File: config.mk
export PLATFORM = sky130hd
export DESIGN_NAME = utf8_text_width_meter_flat
export DESIGN_NICKNAME = d
export VERILOG_FILES = /design/src/rtl/core/utf8tw_pkg.sv /design/src/rtl/core/utf8tw_if.sv /design/src/rtl/core/utf8tw_decode.sv /design/src/rtl/core/utf8tw_totals.sv /design/src/rtl/core/utf8_text_width_meter.sv /design/src/flat_wrapper.sv
export SDC_FILE = /design/constraint.sdc
export NUM_CORES = 1
export LEC_CHECK = 0
export BUFFER_PORTS_ARGS = -buffer_cell sky130_fd_sc_hd__buf_2
export CAP_MARGIN = 5
export CORE_ASPECT_RATIO = 1.1
export CORE_MARGIN = 2
export CORE_UTILIZATION = 54
export DETAILED_ROUTE_END_ITERATION = 6
export GPL_TIMING_DRIVEN = 0
export PLACE_DENSITY = 0.83
export REMOVE_ABC_BUFFERS = 1
export SYNTH_ARGS = -nofsm -noshare
export SYNTH_HDL_FRONTEND = slang
export SYNTH_SLANG_ARGS = --single-unit
File: constraint.sdc
create_clock -name clock -period 6.1 [get_ports clock]
set_input_delay 1.22 -clock clock [delete_from_list [all_inputs] [get_ports clock]]
set_output_delay 1.22 -clock clock [all_outputs]
set_load 0.05 [all_outputs]
File: src/rtl/core/utf8tw_pkg.sv
// Package for the UTF-8 text width meter: widths, constants, shared types
// and the column width function. Depends on nothing.
`default_nettype none

package utf8tw_pkg;

   localparam int COUNT_BITS = 32;
   localparam int OUT_BITS   = 32;
   localparam int CP_BITS    = 21;
   localparam int INC_BITS   = 3;

   localparam logic [OUT_BITS-1:0] OUT_MAX = '1;

   // Byte class masks and patterns.
   localparam logic [7:0] CONT_MASK  = 8'hC0;
   localparam logic [7:0] CONT_CODE  = 8'h80;
   localparam logic [7:0] LEAD2_MASK = 8'hE0;
   localparam logic [7:0] LEAD2_CODE = 8'hC0;
   localparam logic [7:0] LEAD3_MASK = 8'hF0;
   localparam logic [7:0] LEAD3_CODE = 8'hE0;
   localparam logic [7:0] LEAD4_MASK = 8'hF8;
   localparam logic [7:0] LEAD4_CODE = 8'hF0;

   localparam logic [CP_BITS-1:0] CTRL_LOW_END  = 21'h00020;
   localparam logic [CP_BITS-1:0] CTRL_HIGH_LO  = 21'h0007F;
   localparam logic [CP_BITS-1:0] CTRL_HIGH_END = 21'h000A0;

   typedef struct packed {
      logic [CP_BITS-1:0] partial;
      logic [1:0]         needed;
      logic [1:0]         pending;
   } seq_state_type;

   typedef struct packed {
      seq_state_type       next_seq;
      logic [INC_BITS-1:0] cp_inc;
      logic [INC_BITS-1:0] w_inc;
      logic                emit;
   } decode_out_type;

   function automatic logic in_range(logic [CP_BITS-1:0] cp, logic [CP_BITS-1:0] lo,
                                     logic [CP_BITS-1:0] hi);
      return (cp >= lo) && (cp <= hi);
   endfunction

   // Terminal column width of one code point: 0, 1 or 2.
   function automatic logic [1:0] col_width(logic [CP_BITS-1:0] cp);
      logic wide;
      wide = in_range(cp, 21'h01100, 21'h0115F) || in_range(cp, 21'h02329, 21'h0232A) ||
             in_range(cp, 21'h02E80, 21'h0A4CF) || in_range(cp, 21'h0AC00, 21'h0D7A3) ||
             in_range(cp, 21'h0F900, 21'h0FAFF) || in_range(cp, 21'h0FE10, 21'h0FE19) ||
             in_range(cp, 21'h0FE30, 21'h0FE6F) || in_range(cp, 21'h0FF00, 21'h0FF60) ||
             in_range(cp, 21'h0FFE0, 21'h0FFE6) || in_range(cp, 21'h1F300, 21'h1FAFF) ||
             in_range(cp, 21'h20000, 21'h3FFFD);
      if ((cp < CTRL_LOW_END) || ((cp >= CTRL_HIGH_LO) && (cp < CTRL_HIGH_END))) begin
         return 2'd0;
      end
      return wide ? 2'd2 : 2'd1;
   endfunction

endpackage

`default_nettype wire

File: src/rtl/core/utf8tw_if.sv
// Channel interfaces of the UTF-8 text width meter: byte requests in, totals out.
// Depends on nothing.
`default_nettype none

interface utf8tw_req_if;
   logic       valid;
   logic       ready;
   logic [7:0] data_byte;
   logic       byte_present;
   logic       end_of_text;

   modport source (output valid, data_byte, byte_present, end_of_text, input ready);
   modport sink (input valid, data_byte, byte_present, end_of_text, output ready);
endinterface

interface utf8tw_rsp_if;
   logic        valid;
   logic        ready;
   logic [31:0] codepoint_count;
   logic [31:0] column_total;

   modport source (output valid, codepoint_count, column_total, input ready);
   modport sink (input valid, codepoint_count, column_total, output ready);
endinterface

`default_nettype wire

File: src/rtl/core/utf8tw_decode.sv
// UTF-8 decode step: from the open sequence state and one request, the next
// sequence state and the count and width increments. Uses utf8tw_pkg.
`default_nettype none

module utf8tw_decode (
   input  var utf8tw_pkg::seq_state_type  seq,
   input  var logic [7:0]                 data_byte,
   input  var logic                       byte_present,
   input  var logic                       end_of_text,
   output utf8tw_pkg::decode_out_type     dec
);

   logic [utf8tw_pkg::CP_BITS-1:0] joined_cp;
   logic                           is_cont;

   assign joined_cp = {seq.partial[utf8tw_pkg::CP_BITS-7:0], data_byte[5:0]};
   assign is_cont   = (data_byte & utf8tw_pkg::CONT_MASK) == utf8tw_pkg::CONT_CODE;

   always_comb begin
      utf8tw_pkg::seq_state_type           s;
      logic [utf8tw_pkg::INC_BITS-1:0]     cp_inc;
      logic [utf8tw_pkg::INC_BITS-1:0]     w_inc;
      logic                                fresh;
      s      = seq;
      cp_inc = '0;
      w_inc  = '0;
      fresh  = 1'b1;
      if (byte_present) begin
         if (s.pending != 2'd0) begin
            if (is_cont) begin
               fresh = 1'b0;
               if (s.needed <= 2'd1) begin
                  cp_inc = 3'd1;
                  w_inc  = {1'b0, utf8tw_pkg::col_width(joined_cp)};
                  s      = '0;
               end else begin
                  s.partial = joined_cp;
                  s.needed  = s.needed - 2'd1;
                  s.pending = s.pending + 2'd1;
               end
            end else begin
               // Broken sequence: each byte seen so far is one narrow code point.
               cp_inc = {1'b0, s.pending};
               w_inc  = {1'b0, s.pending};
               s      = '0;
            end
         end
         if (fresh) begin
            if (!data_byte[7]) begin
               cp_inc = cp_inc + 3'd1;
               w_inc  = w_inc + {1'b0, utf8tw_pkg::col_width({13'd0, data_byte})};
            end else if ((data_byte & utf8tw_pkg::LEAD2_MASK) == utf8tw_pkg::LEAD2_CODE) begin
               s.partial = {16'd0, data_byte[4:0]};
               s.needed  = 2'd1;
               s.pending = 2'd1;
            end else if ((data_byte & utf8tw_pkg::LEAD3_MASK) == utf8tw_pkg::LEAD3_CODE) begin
               s.partial = {17'd0, data_byte[3:0]};
               s.needed  = 2'd2;
               s.pending = 2'd1;
            end else if ((data_byte & utf8tw_pkg::LEAD4_MASK) == utf8tw_pkg::LEAD4_CODE) begin
               s.partial = {18'd0, data_byte[2:0]};
               s.needed  = 2'd3;
               s.pending = 2'd1;
            end else begin
               cp_inc = cp_inc + 3'd1;
               w_inc  = w_inc + 3'd1;
            end
         end
      end
      if (end_of_text) begin
         // A truncated sequence counts its bytes as narrow code points.
         cp_inc = cp_inc + {1'b0, s.pending};
         w_inc  = w_inc + {1'b0, s.pending};
         s      = '0;
      end
      dec.next_seq = s;
      dec.cp_inc   = cp_inc;
      dec.w_inc    = w_inc;
      dec.emit     = end_of_text;
   end

endmodule

`default_nettype wire

File: src/rtl/core/utf8tw_totals.sv
// Saturating code point and width counters, cleared after each text, with the
// clamped totals for the result register. Uses utf8tw_pkg.
`default_nettype none

module utf8tw_totals (
   input  var logic                            clock,
   input  var logic                            reset,
   input  var logic                            step,
   input  var utf8tw_pkg::decode_out_type      dec,
   output logic [utf8tw_pkg::OUT_BITS-1:0]     cp_total,
   output logic [utf8tw_pkg::OUT_BITS-1:0]     w_total
);

   localparam int CB = utf8tw_pkg::COUNT_BITS;

   logic [CB-1:0] cp_count_ff, cp_count_in;
   logic [CB-1:0] w_count_ff, w_count_in;
   logic [CB:0]   cp_sum, w_sum;
   logic [CB-1:0] cp_next, w_next;

   assign cp_sum  = {1'b0, cp_count_ff} + (CB+1)'(dec.cp_inc);
   assign w_sum   = {1'b0, w_count_ff} + (CB+1)'(dec.w_inc);
   assign cp_next = cp_sum[CB] ? '1 : cp_sum[CB-1:0];
   assign w_next  = w_sum[CB] ? '1 : w_sum[CB-1:0];

   assign cp_total = (cp_next > CB'(utf8tw_pkg::OUT_MAX)) ? utf8tw_pkg::OUT_MAX
                                                          : utf8tw_pkg::OUT_BITS'(cp_next);
   assign w_total  = (w_next > CB'(utf8tw_pkg::OUT_MAX)) ? utf8tw_pkg::OUT_MAX
                                                         : utf8tw_pkg::OUT_BITS'(w_next);

   always_comb begin
      cp_count_in = cp_count_ff;
      w_count_in  = w_count_ff;
      if (step) begin
         cp_count_in = dec.emit ? '0 : cp_next;
         w_count_in  = dec.emit ? '0 : w_next;
      end
   end

   always_ff @(posedge clock) begin
      if (reset) begin
         cp_count_ff <= '0;
         w_count_ff  <= '0;
      end else begin
         cp_count_ff <= cp_count_in;
         w_count_ff  <= w_count_in;
      end
   end

endmodule

`default_nettype wire

File: src/rtl/core/utf8_text_width_meter.sv
// A request is registered at acceptance and its result, if any, is registered in the
// result register when the held end-of-text request is decoded.
// Throughput: one request per cycle; only an end-of-text request held in the input
// register waits, and only while an earlier result has not been taken.
// Reset (synchronous, active high) clears the counters, the open sequence and both
// valid flags.
`default_nettype none

module utf8_text_width_meter (
   input  var logic     clock,
   input  var logic     reset,
   utf8tw_req_if.sink   req_channel,
   utf8tw_rsp_if.source rsp_channel
);

   // Input register: one request waiting to be decoded.
   logic       in_valid_ff, in_valid_in;
   logic [7:0] in_byte_ff, in_byte_in;
   logic       in_present_ff, in_present_in;
   logic       in_last_ff, in_last_in;

   // Open multibyte sequence carried from one byte to the next.
   utf8tw_pkg::seq_state_type seq_ff, seq_in;

   // Result register.
   logic                             out_valid_ff, out_valid_in;
   logic [utf8tw_pkg::OUT_BITS-1:0]  out_cp_ff, out_cp_in;
   logic [utf8tw_pkg::OUT_BITS-1:0]  out_w_ff, out_w_in;

   utf8tw_pkg::decode_out_type       dec;
   logic [utf8tw_pkg::OUT_BITS-1:0]  cp_total, w_total;
   logic                             out_free;
   logic                             step;
   logic                             req_take;

   // The result slot frees up in the same cycle the consumer takes it, so a
   // stream of texts runs without bubbles. Ordinary bytes never wait for it.
   assign out_free = !out_valid_ff || rsp_channel.ready;
   assign step     = in_valid_ff && (!in_last_ff || out_free);
   assign req_channel.ready = !in_valid_ff || step;
   assign req_take = req_channel.valid && req_channel.ready;

   utf8tw_decode u_decode (
      .seq          (seq_ff),
      .data_byte    (in_byte_ff),
      .byte_present (in_present_ff),
      .end_of_text  (in_last_ff),
      .dec          (dec)
   );

   utf8tw_totals u_totals (
      .clock    (clock),
      .reset    (reset),
      .step     (step),
      .dec      (dec),
      .cp_total (cp_total),
      .w_total  (w_total)
   );

   always_comb begin
      in_valid_in   = in_valid_ff;
      in_byte_in    = in_byte_ff;
      in_present_in = in_present_ff;
      in_last_in    = in_last_ff;
      if (req_take) begin
         in_valid_in   = 1'b1;
         in_byte_in    = req_channel.data_byte;
         in_present_in = req_channel.byte_present;
         in_last_in    = req_channel.end_of_text;
      end else if (step) begin
         in_valid_in = 1'b0;
      end
   end

   // The sequence state moves only when the held request is decoded.
   assign seq_in = step ? dec.next_seq : seq_ff;

   always_comb begin
      out_valid_in = out_valid_ff;
      out_cp_in    = out_cp_ff;
      out_w_in     = out_w_ff;
      if (step && dec.emit) begin
         out_valid_in = 1'b1;
         out_cp_in    = cp_total;
         out_w_in     = w_total;
      end else if (rsp_channel.ready) begin
         out_valid_in = 1'b0;
      end
   end

   always_ff @(posedge clock) begin
      if (reset) begin
         in_valid_ff  <= 1'b0;
         out_valid_ff <= 1'b0;
         seq_ff       <= '0;
      end else begin
         in_valid_ff  <= in_valid_in;
         out_valid_ff <= out_valid_in;
         seq_ff       <= seq_in;
      end
   end

   always_ff @(posedge clock) begin
      in_byte_ff    <= in_byte_in;
      in_present_ff <= in_present_in;
      in_last_ff    <= in_last_in;
      out_cp_ff     <= out_cp_in;
      out_w_ff      <= out_w_in;
   end

   assign rsp_channel.valid           = out_valid_ff;
   assign rsp_channel.codepoint_count = out_cp_ff;
   assign rsp_channel.column_total    = out_w_ff;

endmodule

`default_nettype wire

File: src/flat_wrapper.sv
// flat-port wrapper written by rule: the top's interface ports become plain ports
module utf8_text_width_meter_flat 
  (clock, reset, req_channel_valid, req_channel_data_byte, req_channel_byte_present, req_channel_end_of_text, req_channel_ready, rsp_channel_valid, rsp_channel_codepoint_count, rsp_channel_column_total, rsp_channel_ready);
  utf8tw_req_if req_channel_i ();
  utf8tw_rsp_if rsp_channel_i ();
  input  var logic clock;
  input  var logic reset;
  input wire logic [$bits(req_channel_i.valid)-1:0] req_channel_valid;
  input wire logic [$bits(req_channel_i.data_byte)-1:0] req_channel_data_byte;
  input wire logic [$bits(req_channel_i.byte_present)-1:0] req_channel_byte_present;
  input wire logic [$bits(req_channel_i.end_of_text)-1:0] req_channel_end_of_text;
  output wire logic [$bits(req_channel_i.ready)-1:0] req_channel_ready;
  output wire logic [$bits(rsp_channel_i.valid)-1:0] rsp_channel_valid;
  output wire logic [$bits(rsp_channel_i.codepoint_count)-1:0] rsp_channel_codepoint_count;
  output wire logic [$bits(rsp_channel_i.column_total)-1:0] rsp_channel_column_total;
  input wire logic [$bits(rsp_channel_i.ready)-1:0] rsp_channel_ready;
  assign req_channel_i.valid = req_channel_valid;
  assign req_channel_i.data_byte = req_channel_data_byte;
  assign req_channel_i.byte_present = req_channel_byte_present;
  assign req_channel_i.end_of_text = req_channel_end_of_text;
  assign req_channel_ready = req_channel_i.ready;
  assign rsp_channel_valid = rsp_channel_i.valid;
  assign rsp_channel_codepoint_count = rsp_channel_i.codepoint_count;
  assign rsp_channel_column_total = rsp_channel_i.column_total;
  assign rsp_channel_i.ready = rsp_channel_ready;
  utf8_text_width_meter u_core (.clock(clock), .reset(reset), .req_channel(req_channel_i), .rsp_channel(rsp_channel_i));
endmodule
==> reports/metrics.csv, run 1 <==
metric;value;unit
share of cells above drive strength 1;0.1937;
hold buffers post-CTS;0;
Setup crit end kind;flop;
FMAX;168.2;MHz
dpl cell area;9031;um^2
status;finished, final reports clean;
DRC Markers;0;
Crit Path Max Fanout;4;
largest net degree at the start of global routing;64;
GP Congestion;0.9007;
Leakage;4.089;nW
top_reg_cell synth;dfxtp_1;
DRT antenna net count;0;
final-stage net count;1071;
Tmin final;5.946;ns
CTS Buf Count;17;
FP Rows;48;
final hold vios;0;
highest cell delay on the worst timing path;0.55;ns
period utilization;0.9747;
H-tree levels;4;
WHS;0.4873;ns
RR Startpoint;u_core.in_byte_ff[2]$_DFFE_PP_;
Routed Wire Length;22500;um
height of the die;135.8;um
worst-margin pin slew;1.350;ns
DRT Pass-1 Iters;6;
Avg Inst Size Synth;8.879;um^2
unrepaired setup endpoints after global routing;yes;
critical path startpoint;u_core.in_byte_ff[2]$_DFFE_PP_;
clock slew at reported path FFs;0.06;ns
max_cap viols;0;
Initial Util;0.5486;
# setup viols final;0;
post-placement cell count;1177;
sequential share of the synthesized area;0.4598;
clk_lat worst skew;0.44;ns
GRT Total Usage;0.2611;
CP arrival;6.13;ns
cell area after synthesis;8533;um^2
routed vias;7985;
Slew headroom;0.09991;
peak supply drop;0.1551;mV
overall power;2.365;mW
Clock Skew;0.01120;ns
I/O Pins;80;
Synth async-reset ratio;0;
initial antenna violation count;0;
port bufs;79;
# clock sinks;159;
Initial DRC Count;873;
CP Class;reg2reg;
Yosys reg bits;159;
CP Launch Type;flop;
hold path startpoint;u_core.u_totals.cp_count_ff[0]$_SDFFE_PP0P_;
full die area;16820;um^2
slowest stage cell, crit path;or4b_1;
cell area after layout;10220;um^2
# diodes;0;
Vias/cell;6.373;
CP top delay family;simple AND/OR/NAND/NOR gates;
Die X;123.9;um
Layout area overhead;19.77;%
PwrDens;231.4;nW/um^2
synthesized instance count;961;
Post-synth EDFFs;74;
Max clock buf depth;2;
first-pass GRT wire length;34800;um
CTS root buf;clkbuf_16;
TritonCTS clock tree;yes;
DR WL/cell;17.96;um
Pins Over Slew Limit;0;
GR Overflow Total;0;
dpl hpwl;12950;um
fin cells;1253;
final setup TNS;0;ns
Ys Warns;0;
post-synthesis cell type count;69;
Core Region;15550;um^2
Crit path required time;6.28;ns
vias in the first global route;7172;
Hold Path Class;reg2reg;
WP buf/inv;2;
## per-stage QoR
stage | setup WS (ns) | utilization
detailed placement | -1.484 | 0.5806
floorplan | -0.2934 | -
global placement | -1.379 | 0.5732
CTS | 0.005589 | 0.6378
global route | -0.1033 | 0.6570
finish | 0.1540 | 0.6570
## worst min-delay path, stage by stage, from the launching register on
cell and delay, ns:
dfxtp_1 0.32, nand2_1 0.06, a21oi_1 0.06
## area by class of cell
| type | count | area (um^2) |
|---|---|---|
| tap | 200 | 250.2 |
| timing repair buffer | 126 | 852.1 |
| sequential | 159 | 3934 |
| inverter | 17 | 63.81 |
| clock inverter | 14 | 175.2 |
| clock buffer | 18 | 429.2 |
| multi-input combinational | 719 | 4516 |
| fill | 1203 | 5335 |
## power breakdown
group          total [mW]  switching, mW  leakage [nW]  internal (mW)
sequential           1.13         0.0130          1.48           1.12
clock                1.09          0.475         0.288          0.618
combinational       0.138         0.0930          2.32         0.0452
## layer usage
metal  share of wire  up-vias  track usage  wire length [um]
met5               0        -            0                 0
met3           0.075       56      0.04866              1679
li1                -     3713            -                 -
met4           0.028        0       0.1086               620
met1            0.40     3804       0.3386              9093
met2            0.49      412       0.4274             11110
## flip-flops by register name (all words and copies together), names as in the netlist, 8 cells and up
name,cells
u_core.rsp_channel.codepoint_count,32
u_core.u_totals.w_count_ff,32
u_core.seq_ff,19
u_core.in_byte_ff,8
u_core.rsp_channel.column_total,32
u_core.u_totals.cp_count_ff,32
## repair_timing
action,CTS,global route
setup buffers,23,17
pin swaps,4,26
gates cloned,2,0
hold endpoints to repair,0,0
endpoints found under the setup margin,64,64
gates resized for setup,18,29
## synthesized netlist by cell type, drive strengths merged, types with 11 or more instances
master	number	area (um^2)
and2	16	102.6
nand4	22	137.6
nor3	27	135.1
nor2	96	360.4
a21oi	69	345.3
nor4	11	81.32
a31oi	23	143.9
edfxtp	74	2222
ha	13	162.7
and3	25	156.4
inv	16	60.05
clkbuf	61	229.0
o21ai	61	305.3
a22oi	27	202.7
xnor2	28	245.2
nand3	35	175.2
nand2	104	390.4
xor2	19	166.4
dfxtp	85	1702
a21o	13	97.59
## path summary, 6_finish.rpt
check | end | slack (ns) | cells past startpoint
max | u_core.rsp_channel.column_total[27]$_DFFE_PP_ | 0.15 | 26
min | u_core.u_totals.cp_count_ff[0]$_SDFFE_PP0P_ | 0.49 | 2
max reg2reg | u_core.rsp_channel.column_total[27]$_DFFE_PP_ | 0.15 | 26
min reg2reg | u_core.u_totals.cp_count_ff[0]$_SDFFE_PP0P_ | 0.49 | 2
## placed cells by master (no fill, tap or decap), drive strengths merged, types with 9 or more instances in the layout
master / instances
o21ai: 61
inv: 21
a22oi: 27
nand3: 37
nand2: 104
a21oi: 69
edfxtp: 74
ha: 13
dfxtp: 85
nor2b: 9
nand4: 22
clkbuf: 18
nor4: 11
o21a: 9
and2: 16
xor2: 19
a21o: 13
nor3: 27
buf: 126
xnor2: 28
and3: 25
a31oi: 23
nor2: 96
## cell families after synthesis
| logic type | count (synthesis) | share of synthesized area |
|---|---|---|
| XOR/XNOR | 47 | 0.04824 |
| flip-flops | 159 | 0.4598 |
| buffers and inverters | 85 | 0.03827 |
| adder cells (fa/ha/maj) | 17 | 0.02845 |
| multiplexers | 4 | 0.005132 |
| AND/OR/NAND/NOR | 390 | 0.2273 |
| AO/OA/AOI/OAI | 259 | 0.1928 |
Power figures use the tool's default switching activity.
==> inputs of run 2 (changes only) <==
RECOVER_POWER = 50   (was unset)
==> run 2 against run 1 <==
- wire length increased by 0.18%
- final area shrank 0.80%
- sequential share of layout area is 0.31 points higher
- first-iteration DRC count decreased by 2.3%
- critical path depth did not move
- maximum frequency is essentially flat
- core utilization shrank 0.52 points
- non-clock buffer count stayed put
- via count is 0.26% lower
- critical endpoint unchanged
==> reports/metrics.csv, run 2 (synthesis results as in run 1) <==
metric;value;unit;change
CP arrival;6.13;ns;about the same
peak supply drop;0.1549;mV;was 0.1551 mV
Pins Over Slew Limit;0;;unchanged
largest net degree at the start of global routing;64;;unchanged
Crit path required time;6.28;ns;about the same
GP Congestion;0.9007;;unchanged
H-tree levels;4;;unchanged
routed vias;7964;;was 7985
# clock sinks;159;;unchanged
unrepaired setup endpoints after global routing;yes;;unchanged
fin util;0.6518;;was 0.6570
FMAX;168.2;MHz;about the same
final-stage net count;1071;;unchanged
CP Class;reg2reg;;unchanged
vias in the first global route;7172;;unchanged
Routed Wire Length;22540;um;was 22500 um
Vias/cell;6.356;;was 6.373
final hold vios;0;;unchanged
clock slew at reported path FFs;0.06;ns;about the same
overall power;2.365;mW;about the same
full die area;16820;um^2;unchanged
Crit Path Max Fanout;4;;unchanged
Core Region;15550;um^2;unchanged
period utilization;0.9749;;was 0.9747
hold buffers post-CTS;0;;unchanged
worst-margin pin slew;1.355;ns;was 1.350 ns
GR Overflow Total;0;;unchanged
# fillers;1229;;was 1203
slowest stage cell, crit path;or4b_1;;unchanged
CTS Buf Count;17;;unchanged
Clock Skew;0.01059;ns;was 0.01120 ns
I/O Pins;80;;unchanged
PwrDens;233.3;nW/um^2;was 231.4 nW/um^2
GRT Total Usage;0.2611;;unchanged
Hold Path Class;reg2reg;;unchanged
register area;3934;um^2;unchanged
Leakage;3.841;nW;was 4.089 nW
TritonCTS clock tree;yes;;unchanged
DRT antenna net count;0;;unchanged
Setup crit end kind;flop;;unchanged
max_cap viols;0;;unchanged
most frequent cells in the layout;nand2_1 (102), nor2_1 (91), dfxtp_1 (81);;unchanged
commonest non-fill, non-tap cell in the layout;nand2_1;;unchanged
Layout area overhead;18.81;%;was 19.77%
Max clock buf depth;2;;unchanged
initial antenna violation count;0;;unchanged
first-pass GRT wire length;34800;um;unchanged
Slew headroom;0.09697;;was 0.09991
Multi-input gate area;4516;um^2;unchanged
highest cell delay on the worst timing path;0.55;ns;about the same
# diodes;0;;unchanged
Initial DRC Count;853;;was 873
port bufs;79;;unchanged
DRT Pass-1 Iters;7;;was 6
DRC Markers;0;;unchanged
Die X;123.9;um;unchanged
# setup viols final;0;;unchanged
WHS;0.4870;ns;was 0.4873 ns
clk_lat worst skew;0.44;ns;about the same
dpl hpwl;12950;um;unchanged
CP Launch Type;flop;;unchanged
DR WL/cell;17.99;um;was 17.96 um
height of the die;135.8;um;unchanged
FP Rows;48;;unchanged
Initial Util;0.5486;;unchanged
Tmin final;5.947;ns;was 5.946 ns
status;finished, final reports clean;;unchanged
CTS root buf;clkbuf_16;;unchanged
share of cells above drive strength 1;0.1320;;was 0.1937
final setup TNS;0;ns;unchanged
-- run 2: stage by stage --
step           cells  worst slack, ns  cell area (um^2)
3_5_place_dp    1177           -1.484              9031
5_1_grt         1253          -0.1033             10140
6_report        1253           0.1530             10140
2_1_floorplan    893          -0.2934              8270
3_3_place_gp    1172           -1.379              8916
4_1_cts         1234         0.005589              9921
-- run 2: critical path, delay by kind of cell (launching register included) --
family	cells	cell delay (ns)
XOR/XNOR	1	0.14
AND/OR/NAND/NOR	10	2.25
AO/OA/AOI/OAI	9	1.26
adder cells (fa/ha/maj)	4	1.27
buffers and inverters	2	0.38
flip-flops	1	0.41
-- run 2: final timing paths --
check	depth (start not counted)	end	start	slack, ns
hold / removal	2	u_core.u_totals.cp_count_ff[0]$_SDFFE_PP0P_	u_core.u_totals.cp_count_ff[0]$_SDFFE_PP0P_	0.49
setup reg to reg	26	u_core.rsp_channel.column_total[27]$_DFFE_PP_	u_core.in_byte_ff[2]$_DFFE_PP_	0.15
hold reg to reg	2	u_core.u_totals.cp_count_ff[0]$_SDFFE_PP0P_	u_core.u_totals.cp_count_ff[0]$_SDFFE_PP0P_	0.49
setup / recovery	26	u_core.rsp_channel.column_total[27]$_DFFE_PP_	u_core.in_byte_ff[2]$_DFFE_PP_	0.15
-- run 2: area by class of cell --
type,count,area share
flip-flops and latches,159,0.3880
inverters,17,0.006294
well taps,200,0.02468
clock buffers,18,0.04233
multi-input cells,719,0.4454
clock inverters,14,0.01728
repair buffers,126,0.07602
-- run 2: what timing repair did --
item / 4_1_cts / 5_1_grt
endpoints found under the setup margin: 64 / 64
buffers inserted: 23 / 17
gates resized for setup: 18 / 29
gates cloned: 2 / 0
pin swaps: 4 / 26
-- run 2: per-layer routing --
layer  wire [um]  track usage
met2       11110       0.4274
met1        9111       0.3386
met5           0            0
met3        1648      0.04866
met4         673       0.1086
-- run 2: where the power goes --
part           internal (mW)  switching [mW]
combinational         0.0440          0.0926
clock                  0.617           0.477
sequential              1.12          0.0129
total                   1.78           0.583
==> inputs of run 3 (changes only) <==
ABC_AREA = 1   (was unset)
CORE_UTILIZATION = 55   (was 54)
==> run 3 against run 2 <==
- register-to-register slack improved by 0.31 ns
- final area grew 2.6%
- power shrank 3.9%
- sequential power about the same
- critical path type unchanged
- global-route usage down 1.9 points
- synthesized cell count grew 29%
- clock power is 9.7% lower
- area after synthesis up 9.2%
- sequential share of layout area fell by 0.99 points
- cell count increased by 21%
==> reports/metrics.csv, run 3 <==
metric;value;unit;change
status;finished, final reports clean;;unchanged
# fillers;1359;;was 1229
H-tree levels;4;;unchanged
FP Rows;49;;was 48
highest cell delay on the worst timing path;0.52;ns;was 0.55 ns
hold path startpoint;u_core.u_totals.w_count_ff[24]$_SDFFE_PP0P_;;was u_core.u_totals.cp_count_ff[0]$_SDFFE_PP0P_
Layout area overhead;11.56;%;was 18.81%
unrepaired setup endpoints after global routing;yes;;unchanged
slowest stage cell, crit path;edfxtp_1;;was or4b_1
port bufs;79;;unchanged
terminus of the critical flop-to-flop path;u_core.u_totals.w_count_ff[22]$_SDFFE_PP0P_;;was u_core.rsp_channel.column_total[27]$_DFFE_PP_
CP Launch Type;flop;;unchanged
critical path startpoint;u_core.in_byte_ff[5]$_DFFE_PP_;;was u_core.in_byte_ff[2]$_DFFE_PP_
Hold Path Class;reg2reg;;unchanged
CP top delay family;simple AND/OR/NAND/NOR gates;;unchanged
Yosys reg bits;159;;unchanged
sequential share of the synthesized area;0.4210;;was 0.4598
Initial Util;0.5651;;was 0.5486
largest net degree at the start of global routing;85;;was 64
Clock Skew;0.008464;ns;was 0.01059 ns
Pins Over Slew Limit;0;;unchanged
final worst slack;0.4606;ns;was 0.1530 ns
routed vias;8501;;was 7964
cell area after synthesis;9320;um^2;was 8533 um^2
Slew headroom;0.3581;;was 0.09697
count leader, synth;nand2_1;;unchanged
# setup viols final;0;;unchanged
vias in the first global route;7694;;was 7172
met2 routed WL;10620;um;was 11110 um
DR top layer;met4;;unchanged
Crit path required time;6.45;ns;was 6.28 ns
DRT Pass-1 Iters;5;;was 7
r2r worst-path depth;39;;was 26
RR Startpoint;u_core.in_byte_ff[5]$_DFFE_PP_;;was u_core.in_byte_ff[2]$_DFFE_PP_
register area;3931;um^2;was 3934 um^2
Post-synth top cells;nand2_1 (360), inv_1 (119), nor2_1 (103);;was nand2_1 (104), nor2_1 (96), dfxtp_1 (85)
xor/xnor share of the synthesized area;0.01973;;was 0.04824
Synth top area share;0.2384;;was 0.2604
CTS root buf;clkbuf_16;;unchanged
Max clock buf depth;2;;unchanged
worst-margin pin slew;0.9593;ns;was 1.355 ns
r2r setup slk;0.46;ns;was 0.15 ns
DR WL/cell;14.39;um;was 17.99 um
Routed Wire Length;21750;um;was 22540 um
max_cap viols;0;;unchanged
initial antenna violation count;0;;unchanged
WL met3;1262;um;was 1648 um
CTS Buf Count;17;;unchanged
GP Congestion;0.9699;;was 0.9007
synth top area cells;edfxtp_1 (24%), dfxtp_1 (18%), nand2_1 (14%), a21oi_1 (4.9%), inv_1 (4.8%);;was edfxtp_1 (26%), dfxtp_1 (20%), nand2_1 (4.6%), nor2_1 (4.2%), a21oi_1 (4.0%)
cell area after layout;10400;um^2;was 10140 um^2
clk_lat worst skew;0.42;ns;was 0.44 ns
CP most frequent cell;nand2_1;;
most frequent cells in the layout;nand2_1 (359), inv_1 (118), nor2_1 (101);;was nand2_1 (102), nor2_1 (91), dfxtp_1 (81)
Worst Hold End;u_core.u_totals.w_count_ff[24]$_SDFFE_PP0P_;;was u_core.u_totals.cp_count_ff[0]$_SDFFE_PP0P_
Synth Area in Compound Gates;0.09491;;was 0.1928
Initial DRC Count;903;;was 853
PwrDens;218.6;nW/um^2;was 233.3 nW/um^2
DRC Markers;0;;unchanged
share of cells above drive strength 1;0.1735;;was 0.1320
dpl cell area;9781;um^2;was 9031 um^2
Die X;128.1;um;was 123.9 um
Leakage;4.196;nW;was 3.841 nW
# diodes;0;;unchanged
Post-Place Worst Slack;-0.2946;ns;was -1.484 ns
Ys Warns;0;;unchanged
CP Class;reg2reg;;unchanged
top_reg_cell synth;dfxtp_1;;unchanged
post-synthesis adder-cell area fraction;0.02604;;was 0.02845
FMAX;177.3;MHz;was 168.2 MHz
final-stage net count;1326;;was 1071
overall power;2.272;mW;was 2.365 mW
GR Overflow Total;0;;unchanged
clock slew at reported path FFs;0.07;ns;was 0.06 ns
top cell type by total area after synthesis;edfxtp_1;;unchanged
# clock sinks;159;;unchanged
Setup crit end kind;flop;;unchanged
CP arrival;5.99;ns;was 6.13 ns
largest family of logic cells by synthesized area;simple AND/OR/NAND/NOR gates;;unchanged
DRT antenna net count;0;;unchanged
dpl hpwl;15190;um;was 12950 um
Synth async-reset ratio;0;;unchanged
mux cell area share after synthesis;0.003222;;was 0.005132
full die area;18000;um^2;was 16820 um^2
Avg Inst Size Synth;7.541;um^2;was 8.879 um^2
first-pass GRT wire length;35840;um;was 34800 um
area share of and/or/nand/nor cells after synthesis;0.3549;;was 0.2273
Crit Path Max Fanout;8;;was 4
Vias/cell;5.622;;was 6.356
commonest non-fill, non-tap cell in the layout;nand2_1;;unchanged
GRT Total Usage;0.2421;;was 0.2611
Post-synth EDFFs;74;;unchanged
Met1 Wirelength;9477;um;was 9111 um
final hold vios;0;;unchanged
period utilization;0.9245;;was 0.9749
peak supply drop;0.1988;mV;was 0.1549 mV
Core Region;16490;um^2;was 15550 um^2
synthesized instance count;1236;;was 961
WHS Path Cells;2;;unchanged
height of the die;140.5;um;was 135.8 um
Tmin final;5.639;ns;was 5.947 ns
TritonCTS clock tree;yes;;unchanged
WP buf/inv;6;;was 2
I/O Pins;80;;unchanged
post-synthesis cell type count;54;;was 69
final setup TNS;0;ns;unchanged
Multi-input gate area;4668;um^2;was 4516 um^2
==> run 3: changes by cell type in the layout (fill, tap and decap cells not counted), sizes merged, moves of 18 or more <==
cell    change
o21ai      -22
nor2       +27
a22oi      -26
clkbuf     -65
and3       -25
a21oi      +24
xnor2      -18
nand3      +70
nand2     +271
or2        +19
inv       +115
a31oi      -20
buf        +27
==> run 3: what timing repair did <==
item                                    CTS  global route
hold buffers                              0             0
gates resized for setup                   0             8
endpoints found under the setup margin   45            57
buffers inserted                          0             6
cloned                                    1             0
==> run 3: worst max-delay path by stage <==
stage | endpoint | depth (start not counted)
final | u_core.u_totals.w_count_ff[22]$_SDFFE_PP0P_ | 39
after global routing | u_core.u_totals.w_count_ff[22]$_SDFFE_PP0P_ | 39
after CTS | u_core.u_totals.w_count_ff[22]$_SDFFE_PP0P_ | 35
after detailed placement | u_core.u_totals.w_count_ff[22]$_SDFFE_PP0P_ | 35
after global placement | u_core.u_totals.w_count_ff[22]$_SDFFE_PP0P_ | 35
after floorplan | u_core.u_totals.w_count_ff[22]$_SDFFE_PP0P_ | 35
==> run 3: worst reg2reg max path, delay by kind of cell, from the launching register on <==
family	cells	cell delay [ns]
compound gates	2	0.19
fa+ha+maj	4	1.23
buf+inv	6	0.38
flops	1	0.52
simple gates	27	3.24
==> run 3: cells by family (layout without fill, tap and decap cells) <==
kind of cell,after synthesis,after routing
buf+inv,178,249
fa+ha+maj,17,17
xor+xnor,21,21
simple gates,699,700
mux,3,3
flops,159,159
compound gates,159,159
==> run 3: report_power, final <==
group | switching [mW] | internal (mW)
logic | 0.112 | 0.0335
clock network | 0.449 | 0.535
registers | 0.0132 | 1.13
total | 0.575 | 1.70
==> run 3: routing by layer <==
| metal | vias to the layer above | GRT usage |
|---|---|---|
| li1 | 4190 | - |
| met4 | 0 | 0.07808 |
| met3 | 40 | 0.03820 |
| met1 | 3943 | 0.3212 |
| met5 | - | 0 |
| met2 | 328 | 0.4059 |
==> run 3: final cells by class <==
class,count,share of cell area
clock buffers,18,0.04128
clock inverters,14,0.01179
inverters,129,0.04693
multi-input cells,900,0.4490
flip-flops and latches,159,0.3781
well taps,204,0.02455
repair buffers,88,0.04838
==> run 3: metrics by stage <==
step,hold slack [ns],std cells,util
2_1_floorplan,0.4393,1187,-
3_3_place_gp,0.4522,1470,0.5887
3_5_place_dp,0.4600,1473,0.5931
4_1_cts,0.4710,1506,0.6269
5_1_grt,0.4909,1512,0.6305
6_report,0.4689,1512,0.6305
